<file path="config.mk">
export PLATFORM = sky130hd
export DESIGN_NAME = dkc_cell
export DESIGN_NICKNAME = d
export VERILOG_FILES = /design/src/rtl/assert_macros.svh /design/src/rtl/dkc_pkg.sv /design/src/rtl/dkc_cell.sv
export SDC_FILE = /design/constraint.sdc
export NUM_CORES = 1
export LEC_CHECK = 0
export ABC_AREA = 1
export BUFFER_PORTS_ARGS = -buffer_cell sky130_fd_sc_hd__buf_4
export CAP_MARGIN = 20
export CORE_AREA = 10 10 111 133
export DETAILED_ROUTE_END_ITERATION = 12
export DIE_AREA = 0 0 121 143
export PLACE_DENSITY = 0.81
export SLEW_MARGIN = 10
export SYNTH_ARGS = -nofsm -noshare
export SYNTH_HDL_FRONTEND = slang
export SYNTH_SLANG_ARGS = --single-unit
export TNS_END_PERCENT = 1
</file>
<file path="constraint.sdc">
create_clock -name i_clk -period 15.57 [get_ports i_clk]
set_clock_uncertainty 0.05 [all_clocks]
set_input_delay 3.114 -clock i_clk [delete_from_list [all_inputs] [get_ports i_clk]]
set_output_delay 3.114 -clock i_clk [all_outputs]
set_load 0.02 [all_outputs]
</file>
<file path="src/rtl/assert_macros.svh">
// ---------------------------------------------------------------------------
// assertion macros shared by the rtl
// ---------------------------------------------------------------------------
`ifndef ASSERT_MACROS_SVH
`define ASSERT_MACROS_SVH

// checked only while out of reset
`define DKC_ASSERT(lbl, clk, rst_n, prop, msg) \
    lbl: assert property (@(posedge clk) disable iff (!(rst_n)) prop) else $error(msg);

// checked on every edge, reset included
`define DKC_ASSERT_ALWAYS(lbl, clk, prop, msg) \
    lbl: assert property (@(posedge clk) prop) else $error(msg);

`endif

</file>
<file path="src/rtl/dkc_pkg.sv">
// ---------------------------------------------------------------------------
// dkc_pkg
// types and constants of the dual kernel 3x3 correlator
// ---------------------------------------------------------------------------
package dkc_pkg;

    localparam int PIX_W    = 8;
    localparam int COEF_W   = 3;
    localparam int KERN_W   = 27;
    localparam int WIDTH_W  = 11;
    localparam int HEIGHT_W = 12;
    localparam int ROW_W    = 12;
    localparam int OCOL_W   = 10;
    localparam int PART_W   = 13;
    localparam int RESP_W   = 15;
    localparam int CFG_W    = 27;
    localparam int CIDX_W   = 2;
    localparam int ODATA_W  = 56;

    localparam logic [WIDTH_W-1:0]  WIDTH_RST  = 11'd640;
    localparam logic [HEIGHT_W-1:0] HEIGHT_RST = 12'd480;
    localparam logic [KERN_W-1:0]   KERN_A_RST = 27'd117900737;
    localparam logic [KERN_W-1:0]   KERN_B_RST = 27'd131858513;

    typedef enum logic [CIDX_W-1:0] {
        REG_IMAGE_WIDTH  = 2'd0,
        REG_IMAGE_HEIGHT = 2'd1,
        REG_KERNEL_A     = 2'd2,
        REG_KERNEL_B     = 2'd3
    } t_cfg_reg;

    // one column of the window, index 0 is the top row
    typedef logic [2:0][PIX_W-1:0]  t_pix_col;
    // one column of a kernel, index 0 is the top row
    typedef logic [2:0][COEF_W-1:0] t_coef_col;

    typedef struct packed {
        logic              last;
        logic [ROW_W-1:0]  row;
        logic [OCOL_W-1:0] col;
    } t_pos_tag;

    typedef struct packed {
        logic signed [RESP_W-1:0] resp_a;
        logic signed [RESP_W-1:0] resp_b;
        logic [ROW_W-1:0]         row;
        logic [OCOL_W-1:0]        col;
        logic                     last;
    } t_result;

endpackage

</file>
<file path="src/rtl/dkc_cell.sv">
// ---------------------------------------------------------------------------
// dkc_cell
// one window column: holds three pixels, passes them on, forms both partials
// ---------------------------------------------------------------------------
module dkc_cell
    import dkc_pkg::*;
(
    input  logic                     i_clk,
    input  logic                     i_rst_n,
    input  logic                     i_shift,
    input  t_pix_col                 i_col,
    input  t_coef_col                i_coef_a,
    input  t_coef_col                i_coef_b,
    output t_pix_col                 o_col,
    output logic signed [PART_W-1:0] o_part_a,
    output logic signed [PART_W-1:0] o_part_b
);

    t_pix_col r_col;

    always_ff @(posedge i_clk) begin
        if (!i_rst_n) begin
            r_col <= '0;
        end else if (i_shift) begin
            r_col <= i_col;
        end
    end

    always_comb begin
        logic signed [PART_W-2:0] pa [3];
        logic signed [PART_W-2:0] pb [3];
        for (int j = 0; j < 3; j++) begin
            pa[j] = $signed(i_coef_a[j]) * $signed({1'b0, r_col[j]});
            pb[j] = $signed(i_coef_b[j]) * $signed({1'b0, r_col[j]});
        end
        o_part_a = PART_W'(pa[0]) + PART_W'(pa[1]) + PART_W'(pa[2]);
        o_part_b = PART_W'(pb[0]) + PART_W'(pb[1]) + PART_W'(pb[2]);
    end

    assign o_col = r_col;

endmodule
</file>
Yosys cells after proc, flatten, opt, wreduce, memory -nomap -nowiden
Cells that the tools add are included.
{"block": "classes", "addsub": 4, "mul": 6}
{"operator": "multiplier 3 x 9 -> 12 bit", "count": 6}
{"operator": "adder 12 x 12 -> 13 bit", "count": 2}
{"operator": "adder 13 x 12 -> 13 bit", "count": 2}
{"block": "word_totals", "reg_bits": 24, "input_bits": 45, "word_cells": 13}

Logic depth before layout (Yosys ltp)
Gate-level depths: netlist of run 1.
{"block": "logic_depth", "word_depth": 3, "ltp_mapped": 19, "ltp_nobuf": 19}

Worst setup path before layout of run 1
No wires, ideal clock.
{"block": "synth_timing", "path_kind": "in2out", "startpoint": "input i_coef_b[2] (netlist bit)", "endpoint": "output o_part_b[12]", "t_arrival_ps": 7027, "t_required_ps": 12406, "path_slack_ps": 5379, "path_stages": 18, "path_cell_list": "clkbuf_1 inv_1 fa_1 inv_1 fa_1 inv_1 fa_1 inv_1 ha_1 fa_1 ha_1 nand3_1 nand2_1 nand2_1 nand2_1 a21oi_1 and2_1 nor2_1"}
{"block": "synth_via", "elab_chain_len": 3}
{"element": "from (decl)", "line_no": "dkc_cell.sv:13", "source": "input t_coef_col i_coef_b,"}
{"element": "multiplier 3 x 9 -> 12 bit", "line_no": "dkc_cell.sv:34", "source": "pb[j] = $signed(i_coef_b[j]) * $signed({1'b0, r_col[j]});"}
{"element": "adder 12 x 12 -> 13 bit", "line_no": "dkc_cell.sv:37", "source": "o_part_b = PART_W'(pb[0]) + PART_W'(pb[1]) + PART_W'(pb[2]);"}
{"element": "adder 13 x 12 -> 13 bit", "line_no": "dkc_cell.sv:37"}
{"element": "to (decl)", "line_no": "dkc_cell.sv:16", "source": "output logic signed [PART_W-1:0] o_part_b"}
No other way between the ends.

Worst setup path after layout of run 1
{"block": "layout_timing", "startpoint": "input i_coef_b[5] (netlist bit)", "endpoint": "output o_part_b[12]"}
Same word-level chain as after synthesis.

==> results.cfg, run 1 <==
[critical_path]
cp_num_buf_inv = 3
crit_path_end_kind = output port
crit_chain = buf_4 -> clkinv_1 -> nor2_1 -> fa_1 -> fa_1 -> fa_1 -> fa_1 -> ha_1 -> ha_1 -> a21oi_1 -> nand2_1 -> nand2_1 -> nand2_1 -> a21oi_1 -> and2_1 -> nor2_1 -> buf_4
cpMaxStageDelayCell = fa_1
path_class = in -> out
arrival_ns = 7.25
crit_path_max_fanout = 10
start_kind = input port
cp_data_required_time_ns = 12.41
cp_top_family = adder cells
path_common_cell = fa_1
critPathMaxStageDelay_ns = 0.51

[global_routing]
grt_pass1_vias = 5596
track_usage_pct = 18.8
grt_max_degree = 34
overflow = 0
grt_pass1_wl_um = 26200
antenna_found_initial = 0

[synth]
synth_nets = 1037
synth_flop_cell = dfxtp_1
ys_warn_count = 0
ys_ff_latch = 24
async_flop_share_pct = 0
synth-edff-count = 0
yosys.area.top_type_share_pct = 35.7
syn-cell-area_um2 = 6220
ys_types = 34
yosysTopAreaCell = fa_1
syn_inst = 809
ys_seq_area_share_pct = 7.73
ys_top_cells_by_area = fa_1, ha_1, nand2_1
syn_avg_cell_area_um2 = 7.68

[place]
gp_congestion = 0.882
hpwlAfterDp_um = 13700
io_buffers = 94
placedCellCount = 1043

[sta]
hold_ws_ns = 0.555
hold_violations = 0
min_period_over_period_pct = 66.9
tns_ns = 0
finalSetupViolCount = 0
fmax_mhz = 96.1
finalMaxSlewViolations = 0
finalCriticalPeriod_ns = 10.41
rsz0062_at_grt = false
maxSlewHeadroom_pct = 39.6
worst_slew_pin_slew_ns = 0.905

[routing]
wl_um = 15900
first_pass_iters = 5
drt_iter0_markers = 285
via_per_inst = 5.06
dr_total_vias = 5300
final_antenna_net_count = 0
drc = 0
avgRoutedWirePerCell_um = 15.2

[die]
die_area_um2 = 17300
die_h_um = 143
coreArea_um2 = 12100
initial_core_util_pct = 51.6
pin_count = 95
rows = 44
die_w_um = 121

[final_layout]
utilization_pct = 59.2
final_cell_count_no_fill = 1047
area_growth_pct = 14.9
drive_gt1_share_pct = 13.5
antenna_cells = 0
largest_register_ffs = 24
final_nets = 1115

[clock_network]
cts_resized = 0
cts_buffer_depth = 2
cts.hold.buffers_added = 0
cts_buffers = 3
cts_tree = built
cts_sinks = 24
htreeDepth = 1
path_clk_slew_ns = 0.06
cts_root_buffer = clkbuf_16
clk_latency_ns = 0.27
cts_setup_buffers = 0

[power]
leakage_uw = 0.00427
irDropWorstVdd_uv = 356
power_density_nw_per_um2 = 201

[run_status]
status = finished clean

[worst_hold_path]
min_path_type = reg -> reg

[run]
maxCapViolations = 0
power by group:
part	internal, µW	switching, µW
sequential	65.8	11.4
clock	51.2	24.1
combinational	526	760
cell usage after synthesis (2+ instances only):
master	n
clkinv_1	3
xor2_1	15
inv_1	178
o21ai_1	4
o21bai_1	3
nand3_2	2
nor2_1	80
nor3_1	3
nand2_2	9
nand3_1	17
dfxtp_1	24
nand2_1	179
or2_2	3
clkbuf_1	19
or2_1	2
nand3b_1	2
a21o_1	2
fa_1	111
inv_2	2
xnor2_1	6
nor2_4	2
a21oi_1	35
o21ai_0	26
ha_1	72
kinds of logic after synthesis:
family	synth area share, %
adder cells (fa/ha/maj)	50.2
XOR/XNOR	2.96
multiplexers	0.181
AND/OR/NAND/NOR	20.1
buffers and inverters	12.7
AO/OA/AOI/OAI	6.08
flip-flops	7.73
worst paths after layout:
kind	cells after the start	slack, ns	end	from
worst max-delay path	17	5.16	o_part_b[12]	i_coef_b[5]
worst min-delay path	2	0.55	o_col[5]$_SDFFE_PN0P_	o_col[5]$_SDFFE_PN0P_
worst max register to register	2	14.61	o_col[9]$_SDFFE_PN0P_	o_col[9]$_SDFFE_PN0P_
worst min register to register	2	0.55	o_col[5]$_SDFFE_PN0P_	o_col[5]$_SDFFE_PN0P_
stage by stage:
stage	total power [µW]	setup WS, ns	area (µm²)
floorplan	957	5.38	6220
global route	1600	4.88	7140
detailed placement	1360	5.17	7040
finish	1440	5.16	7140
global placement	1340	5.23	7040
CTS	1450	5.17	7140
layer usage:
metal  up-vias  GRT usage (%)  wire [µm]
li1       2564              -          -
met1      2527           19.9       5830
met2       168           35.8       8640
met3        41           2.60        911
met4         0           7.95        571
met5         -              0          0
cell type report:
class	count	area [µm²]
flip-flops and latches	24	480
well taps	161	201
repair buffers	94	706
clock buffers	3	75.1
multi-input cells	580	4940
clock inverters	1	30.0
inverters	184	704
fillers	1089	4920
placed cells by master, fill, tap and decap left out, types with 4 or more instances in the layout:
cell type  instances
a21oi_1           35
fa_1             111
o21ai_0           26
nand2_1          179
xor2_1            15
buf_4             94
o21ai_1            4
dfxtp_1           24
xnor2_1            6
nand3_1           17
ha_1              72
nand2_2            9
nor2_1            80
inv_1            178
worst min-delay path: stages, from the launching register on:
cell     delay [ns]
dfxtp_1        0.37
inv_1          0.12
a21oi_1        0.07
(Power assumes the default switching activity.)
==> inputs of run 2 (changes only) <==
- clock period: 15.57 -> 10.6 ns (I/O delays scaled with it)
==> run 2 against run 1 <==
Net effect:
- total power increased by 46%
- sequential power is 46% higher
- global-route usage is 0.15 points lower
- via count fell by 0.57%
- non-clock buffer count unchanged
- combinational power is 46% higher
- critical path type unchanged
- largest cell class unchanged
- highest routed layer unchanged
==> results.cfg, run 2 (same netlist as run 1, synthesis figures left out) <==
[clock_network]
cts_tree = built
cts_sinks = 24
cts_setup_buffers = 0
cts_buffer_depth = 2
cts_resized = 0
cts_buffers = 3
cts_root_buffer = clkbuf_16
path_clk_slew_ns = 0.06
cts.hold.buffers_added = 0
clk_latency_ns = 0.26
htreeDepth = 1

[die]
pin_count = 95
rows = 44
coreArea_um2 = 12100
die_w_um = 121
die_area_um2 = 17300
initial_core_util_pct = 51.6
die_h_um = 143

[sta]
maxSlewHeadroom_pct = 39.2
hold_ws_ns = 0.546
finalCriticalPeriod_ns = 8.43
fmax_mhz = 119
finalMaxSlewViolations = 0
finalSetupViolCount = 0
worst_slew_pin_slew_ns = 0.911
layout_setup_ws_ns = 2.17
hold_violations = 0
min_period_over_period_pct = 79.5
rsz0062_at_grt = false
tns_ns = 0

[run]
maxCapViolations = 0

[global_routing]
track_usage_pct = 18.6
antenna_found_initial = 0
grt_use_met2_pct = 35.5
use_met1_pct = 19.9
grt_max_degree = 34
top_usage_layer = met2
grt_pass1_vias = 5553
grt_pass1_wl_um = 26100
use_met3_pct = 2.37
overflow = 0

[place]
gp_congestion = 0.882
hpwlAfterDp_um = 13800
io_buffers = 94
place_ws_ns = 2.17

[power]
irDropWorstVdd_uv = 584
power_density_nw_per_um2 = 295
leakage_uw = 0.00427

[routing]
drc = 0
via_per_inst = 5.03
first_pass_iters = 5
wl_um = 15800
final_antenna_net_count = 0
avgRoutedWirePerCell_um = 15.1
dr_total_vias = 5270
drt_iter0_markers = 210

[run_status]
status = finished clean

[critical_path]
path_class = in -> out
crit_path_end_kind = output port
start_kind = input port
arrival_ns = 6.26
cp_data_required_time_ns = 8.43
crit_path_max_fanout = 8

[final_layout]
layout_commonest_cell = nand2_1
mostFrequentLayoutCells = nand2_1, inv_1, fa_1
drive_gt1_share_pct = 13.5
largest_register_ffs = 24
area_growth_pct = 14.9
antenna_cells = 0
final_nets = 1115

[worst_hold_path]
min_path_type = reg -> reg
[run 2: cell counts in the layout (fill, tap and decap cells not counted)]
No cell type changed its count.
[run 2: through the flow]
step | cells | power, µW | area [µm²] | util [%]
CTS | 1047 | 2120 | 7140 | 59.2
finish | 1047 | 2100 | 7140 | 59.2
floorplan | 809 | 1410 | 6220 | -
global placement | 1043 | 1970 | 7040 | 58.4
detailed placement | 1043 | 2000 | 7040 | 58.4
global route | 1047 | 2340 | 7140 | 59.2
[run 2: worst paths after layout]
path                           from                      to  slack (ns)  depth (start not counted)
max                     i_coef_b[8]             o_part_b[9]        2.17                         18
min reg2reg   o_col[5]$_SDFFE_PN0P_   o_col[5]$_SDFFE_PN0P_        0.55                          2
max reg2reg  o_col[18]$_SDFFE_PN0P_  o_col[18]$_SDFFE_PN0P_        9.63                          2
min           o_col[5]$_SDFFE_PN0P_   o_col[5]$_SDFFE_PN0P_        0.55                          2
[run 2: where the power goes]
group | total (µW) | internal (µW) | switching [µW]
logic | 1880 | 771 | 1110
clock network | 108 | 75.1 | 32.5
registers | 113 | 96.6 | 16.2
total | 2100 | 942 | 1160
[run 2: area by class of cell]
cell class / count / area (µm²)
multi-input cells: 580 / 4940
fillers: 1069 / 4920
repair buffers: 94 / 706
inverters: 184 / 704
flip-flops and latches: 24 / 480
well taps: 161 / 201
clock buffers: 3 / 75.1
clock inverters: 1 / 30.0
[run 2: metal layers]
metal  wire length [µm]  part of all wire [%]
met1               5750                    36
met2               8680                    55
met5                  0                     0
met3                912                   5.8
met4                443                   2.8
[run 2: critical path: stages]
cell	delay, ns
buf_4	0.12
clkinv_1	0.21
or2_2	0.35
fa_1	0.48
inv_1	0.05
fa_1	0.44
fa_1	0.51
inv_1	0.05
fa_1	0.47
inv_1	0.04
ha_1	0.26
ha_1	0.35
nand2_1	0.12
nor2_1	0.16
nand3_1	0.09
nand3_1	0.12
xor2_1	0.16
buf_4	0.16
==> inputs of run 3 (changes only) <==
- ABC_AREA: 1 -> 0
- CORE_AREA: 10 10 111 133 -> 10 10 109 131
- DIE_AREA: 0 0 121 143 -> 0 0 119 141
- clock period: 10.6 -> 8.61 ns (I/O delays scaled with it)
==> run 3 against run 2 <==
Net effect:
- total power increased by 7.5%
- worst hold slack gained 0.049 ns
- clock power is 25% higher
- combinational power increased by 6%
- sequential share of layout area is 0.22 points higher
- critical path type unchanged
==> results.cfg, run 3 <==
[run_status]
status = finished clean

[sta]
fmax_mhz = 126
rsz0062_at_grt = false
tns_ns = 0
layout_setup_ws_ns = 0.696
finalMaxSlewViolations = 0
finalCriticalPeriod_ns = 7.91
min_period_over_period_pct = 91.9
maxSlewHeadroom_pct = 68.9
finalSetupViolCount = 0
hold_violations = 0
worst_slew_pin_slew_ns = 0.463

[final_layout]
antenna_cells = 0
area_growth_pct = 16.5
drive_gt1_share_pct = 14.6
mostFrequentLayoutCells = fa_1, buf_4, inv_1
largest_register_ffs = 24
layout_commonest_cell = fa_1
design_area_um2 = 6920
final_cell_count_no_fill = 874
fillCellCount = 1054
final_nets = 942
utilization_pct = 58.7

[die]
initial_core_util_pct = 50.4
rows = 44
die_area_um2 = 16800
pin_count = 95
coreArea_um2 = 11800
die_h_um = 141
die_w_um = 119

[synth]
yosysTopAreaCell = fa_1
synth-edff-count = 0
syn_avg_cell_area_um2 = 9.53
syn-cell-area_um2 = 5940
ys_top_cells_by_area = fa_1, ha_1, dfxtp_1
yosys.area.top_type_share_pct = 37.4
ys_seq_area_share_pct = 8.09
ys_ff_latch = 24
synth_nets = 851
syn_inst = 623
synthTopCellsByCount = fa_1, inv_1, ha_1, and2_1, nand2_1
ys_types = 36
async_flop_share_pct = 0
ys_warn_count = 0
synth_most_common_cell = fa_1
synth_flop_cell = dfxtp_1

[power]
p_int_uw = 1080
p_switching_uw = 1180
irDropWorstVdd_uv = 420
pwr-share-comb_pct = 88.0
power_density_nw_per_um2 = 327
leakage_uw = 0.00360
clkPwrFrac_pct = 6.0
p_sw_share_pct = 52.2
power_frac_seq_pct = 6.0

[routing]
first_pass_iters = 4
wl_um = 15500
avgRoutedWirePerCell_um = 17.8
dr_total_vias = 4698
via_per_inst = 5.38
final_antenna_net_count = 0
drt_iter0_markers = 162
drc = 0

[run]
maxCapViolations = 0

[place]
placedCellCount = 870
place_ws_ns = 0.717
io_buffers = 94
hpwlAfterDp_um = 13500
place_area_um2 = 6810
gp_congestion = 0.916

[clock_network]
path_clk_slew_ns = 0.07
cts_resized = 0
cts_tree = built
htreeDepth = 1
clk_latency_ns = 0.26
cts_root_buffer = clkbuf_16
cts_buffers = 3
cts_setup_buffers = 0
cts_sinks = 24
cts_buffer_depth = 2
cts.hold.buffers_added = 0

[global_routing]
grt_pass1_vias = 5326
use_met3_pct = 2.36
track_usage_pct = 19.0
overflow = 0
use_met1_pct = 19.7
grt_pass1_wl_um = 26100
grt_max_degree = 25
grt_use_met2_pct = 37.0
antenna_found_initial = 0
top_usage_layer = met2

[critical_path]
start_kind = input port
crit_path_end_kind = output port
arrival_ns = 6.14
crit_path_max_fanout = 8
path_class = in -> out
cp_data_required_time_ns = 6.84

[worst_hold_path]
min_path_type = reg -> reg
-- run 3: metrics by stage --
| stage | hold WS [ns] | power [µW] |
|---|---|---|
| 4_1_cts | 0.597 | 2290 |
| 2_1_floorplan | 0.587 | 1480 |
| 3_5_place_dp | 0.583 | 2150 |
| 6_report | 0.595 | 2260 |
| 5_1_grt | 0.619 | 2490 |
| 3_3_place_gp | 0.570 | 2090 |
-- run 3: metal layers --
| layer | part of all wire [%] | vias up |
|---|---|---|
| met5 | 0 | - |
| met4 | 3.5 | 0 |
| met3 | 5.0 | 41 |
| met2 | 56 | 148 |
| met1 | 36 | 2357 |
| li1 | - | 2152 |
-- run 3: kinds of logic after synthesis --
kind of cell | Yosys count | share of synthesized area (%)
xor+xnor | 29 | 4.28
flops | 24 | 8.09
mux | 25 | 4.21
compound gates | 56 | 6.32
simple gates | 208 | 18.3
fa+ha+maj | 183 | 52.6
buf+inv | 98 | 6.26
-- run 3: area by class of cell --
cell class                 instances  area, µm²  area share [%]
clock inverter                     1       30.0           0.434
clock buffer                       3       75.1            1.09
tap                              161        201            2.91
inverter                          90        338            4.88
sequential                        24        480            6.95
timing repair buffer              94        706            10.2
multi-input combinational        501       5090            73.5
-- run 3: worst paths after layout --
path	end	start	slack, ns	depth (start not counted)
max	o_part_a[12]	i_coef_a[8]	0.70	15
min	o_col[15]$_SDFFE_PN0P_	o_col[15]$_SDFFE_PN0P_	0.60	2
min reg2reg	o_col[15]$_SDFFE_PN0P_	o_col[15]$_SDFFE_PN0P_	0.60	2
max reg2reg	o_col[18]$_SDFFE_PN0P_	o_col[18]$_SDFFE_PN0P_	7.64	2
-- run 3: power groups by stage --
stage,Sequential (µW),Clock (µW),Combinational [µW]
detailed placement,139,0,2010
global route,138,141,2210
finish,137,135,1990
floorplan,137,0,1350
global placement,139,0,1950
CTS,137,137,2020
-- run 3: worst max-delay path: stages --
cell and delay, ns:
buf_4 0.11, clkinv_1 0.27, nor2_1 0.22, fa_1 0.46, fa_1 0.61, fa_1 0.44, fa_1 0.45, ha_1 0.28
ha_1 0.35, o211ai_1 0.20, a21oi_1 0.11, o41ai_2 0.43, o21ai_1 0.12, xnor2_1 0.19, buf_4 0.17
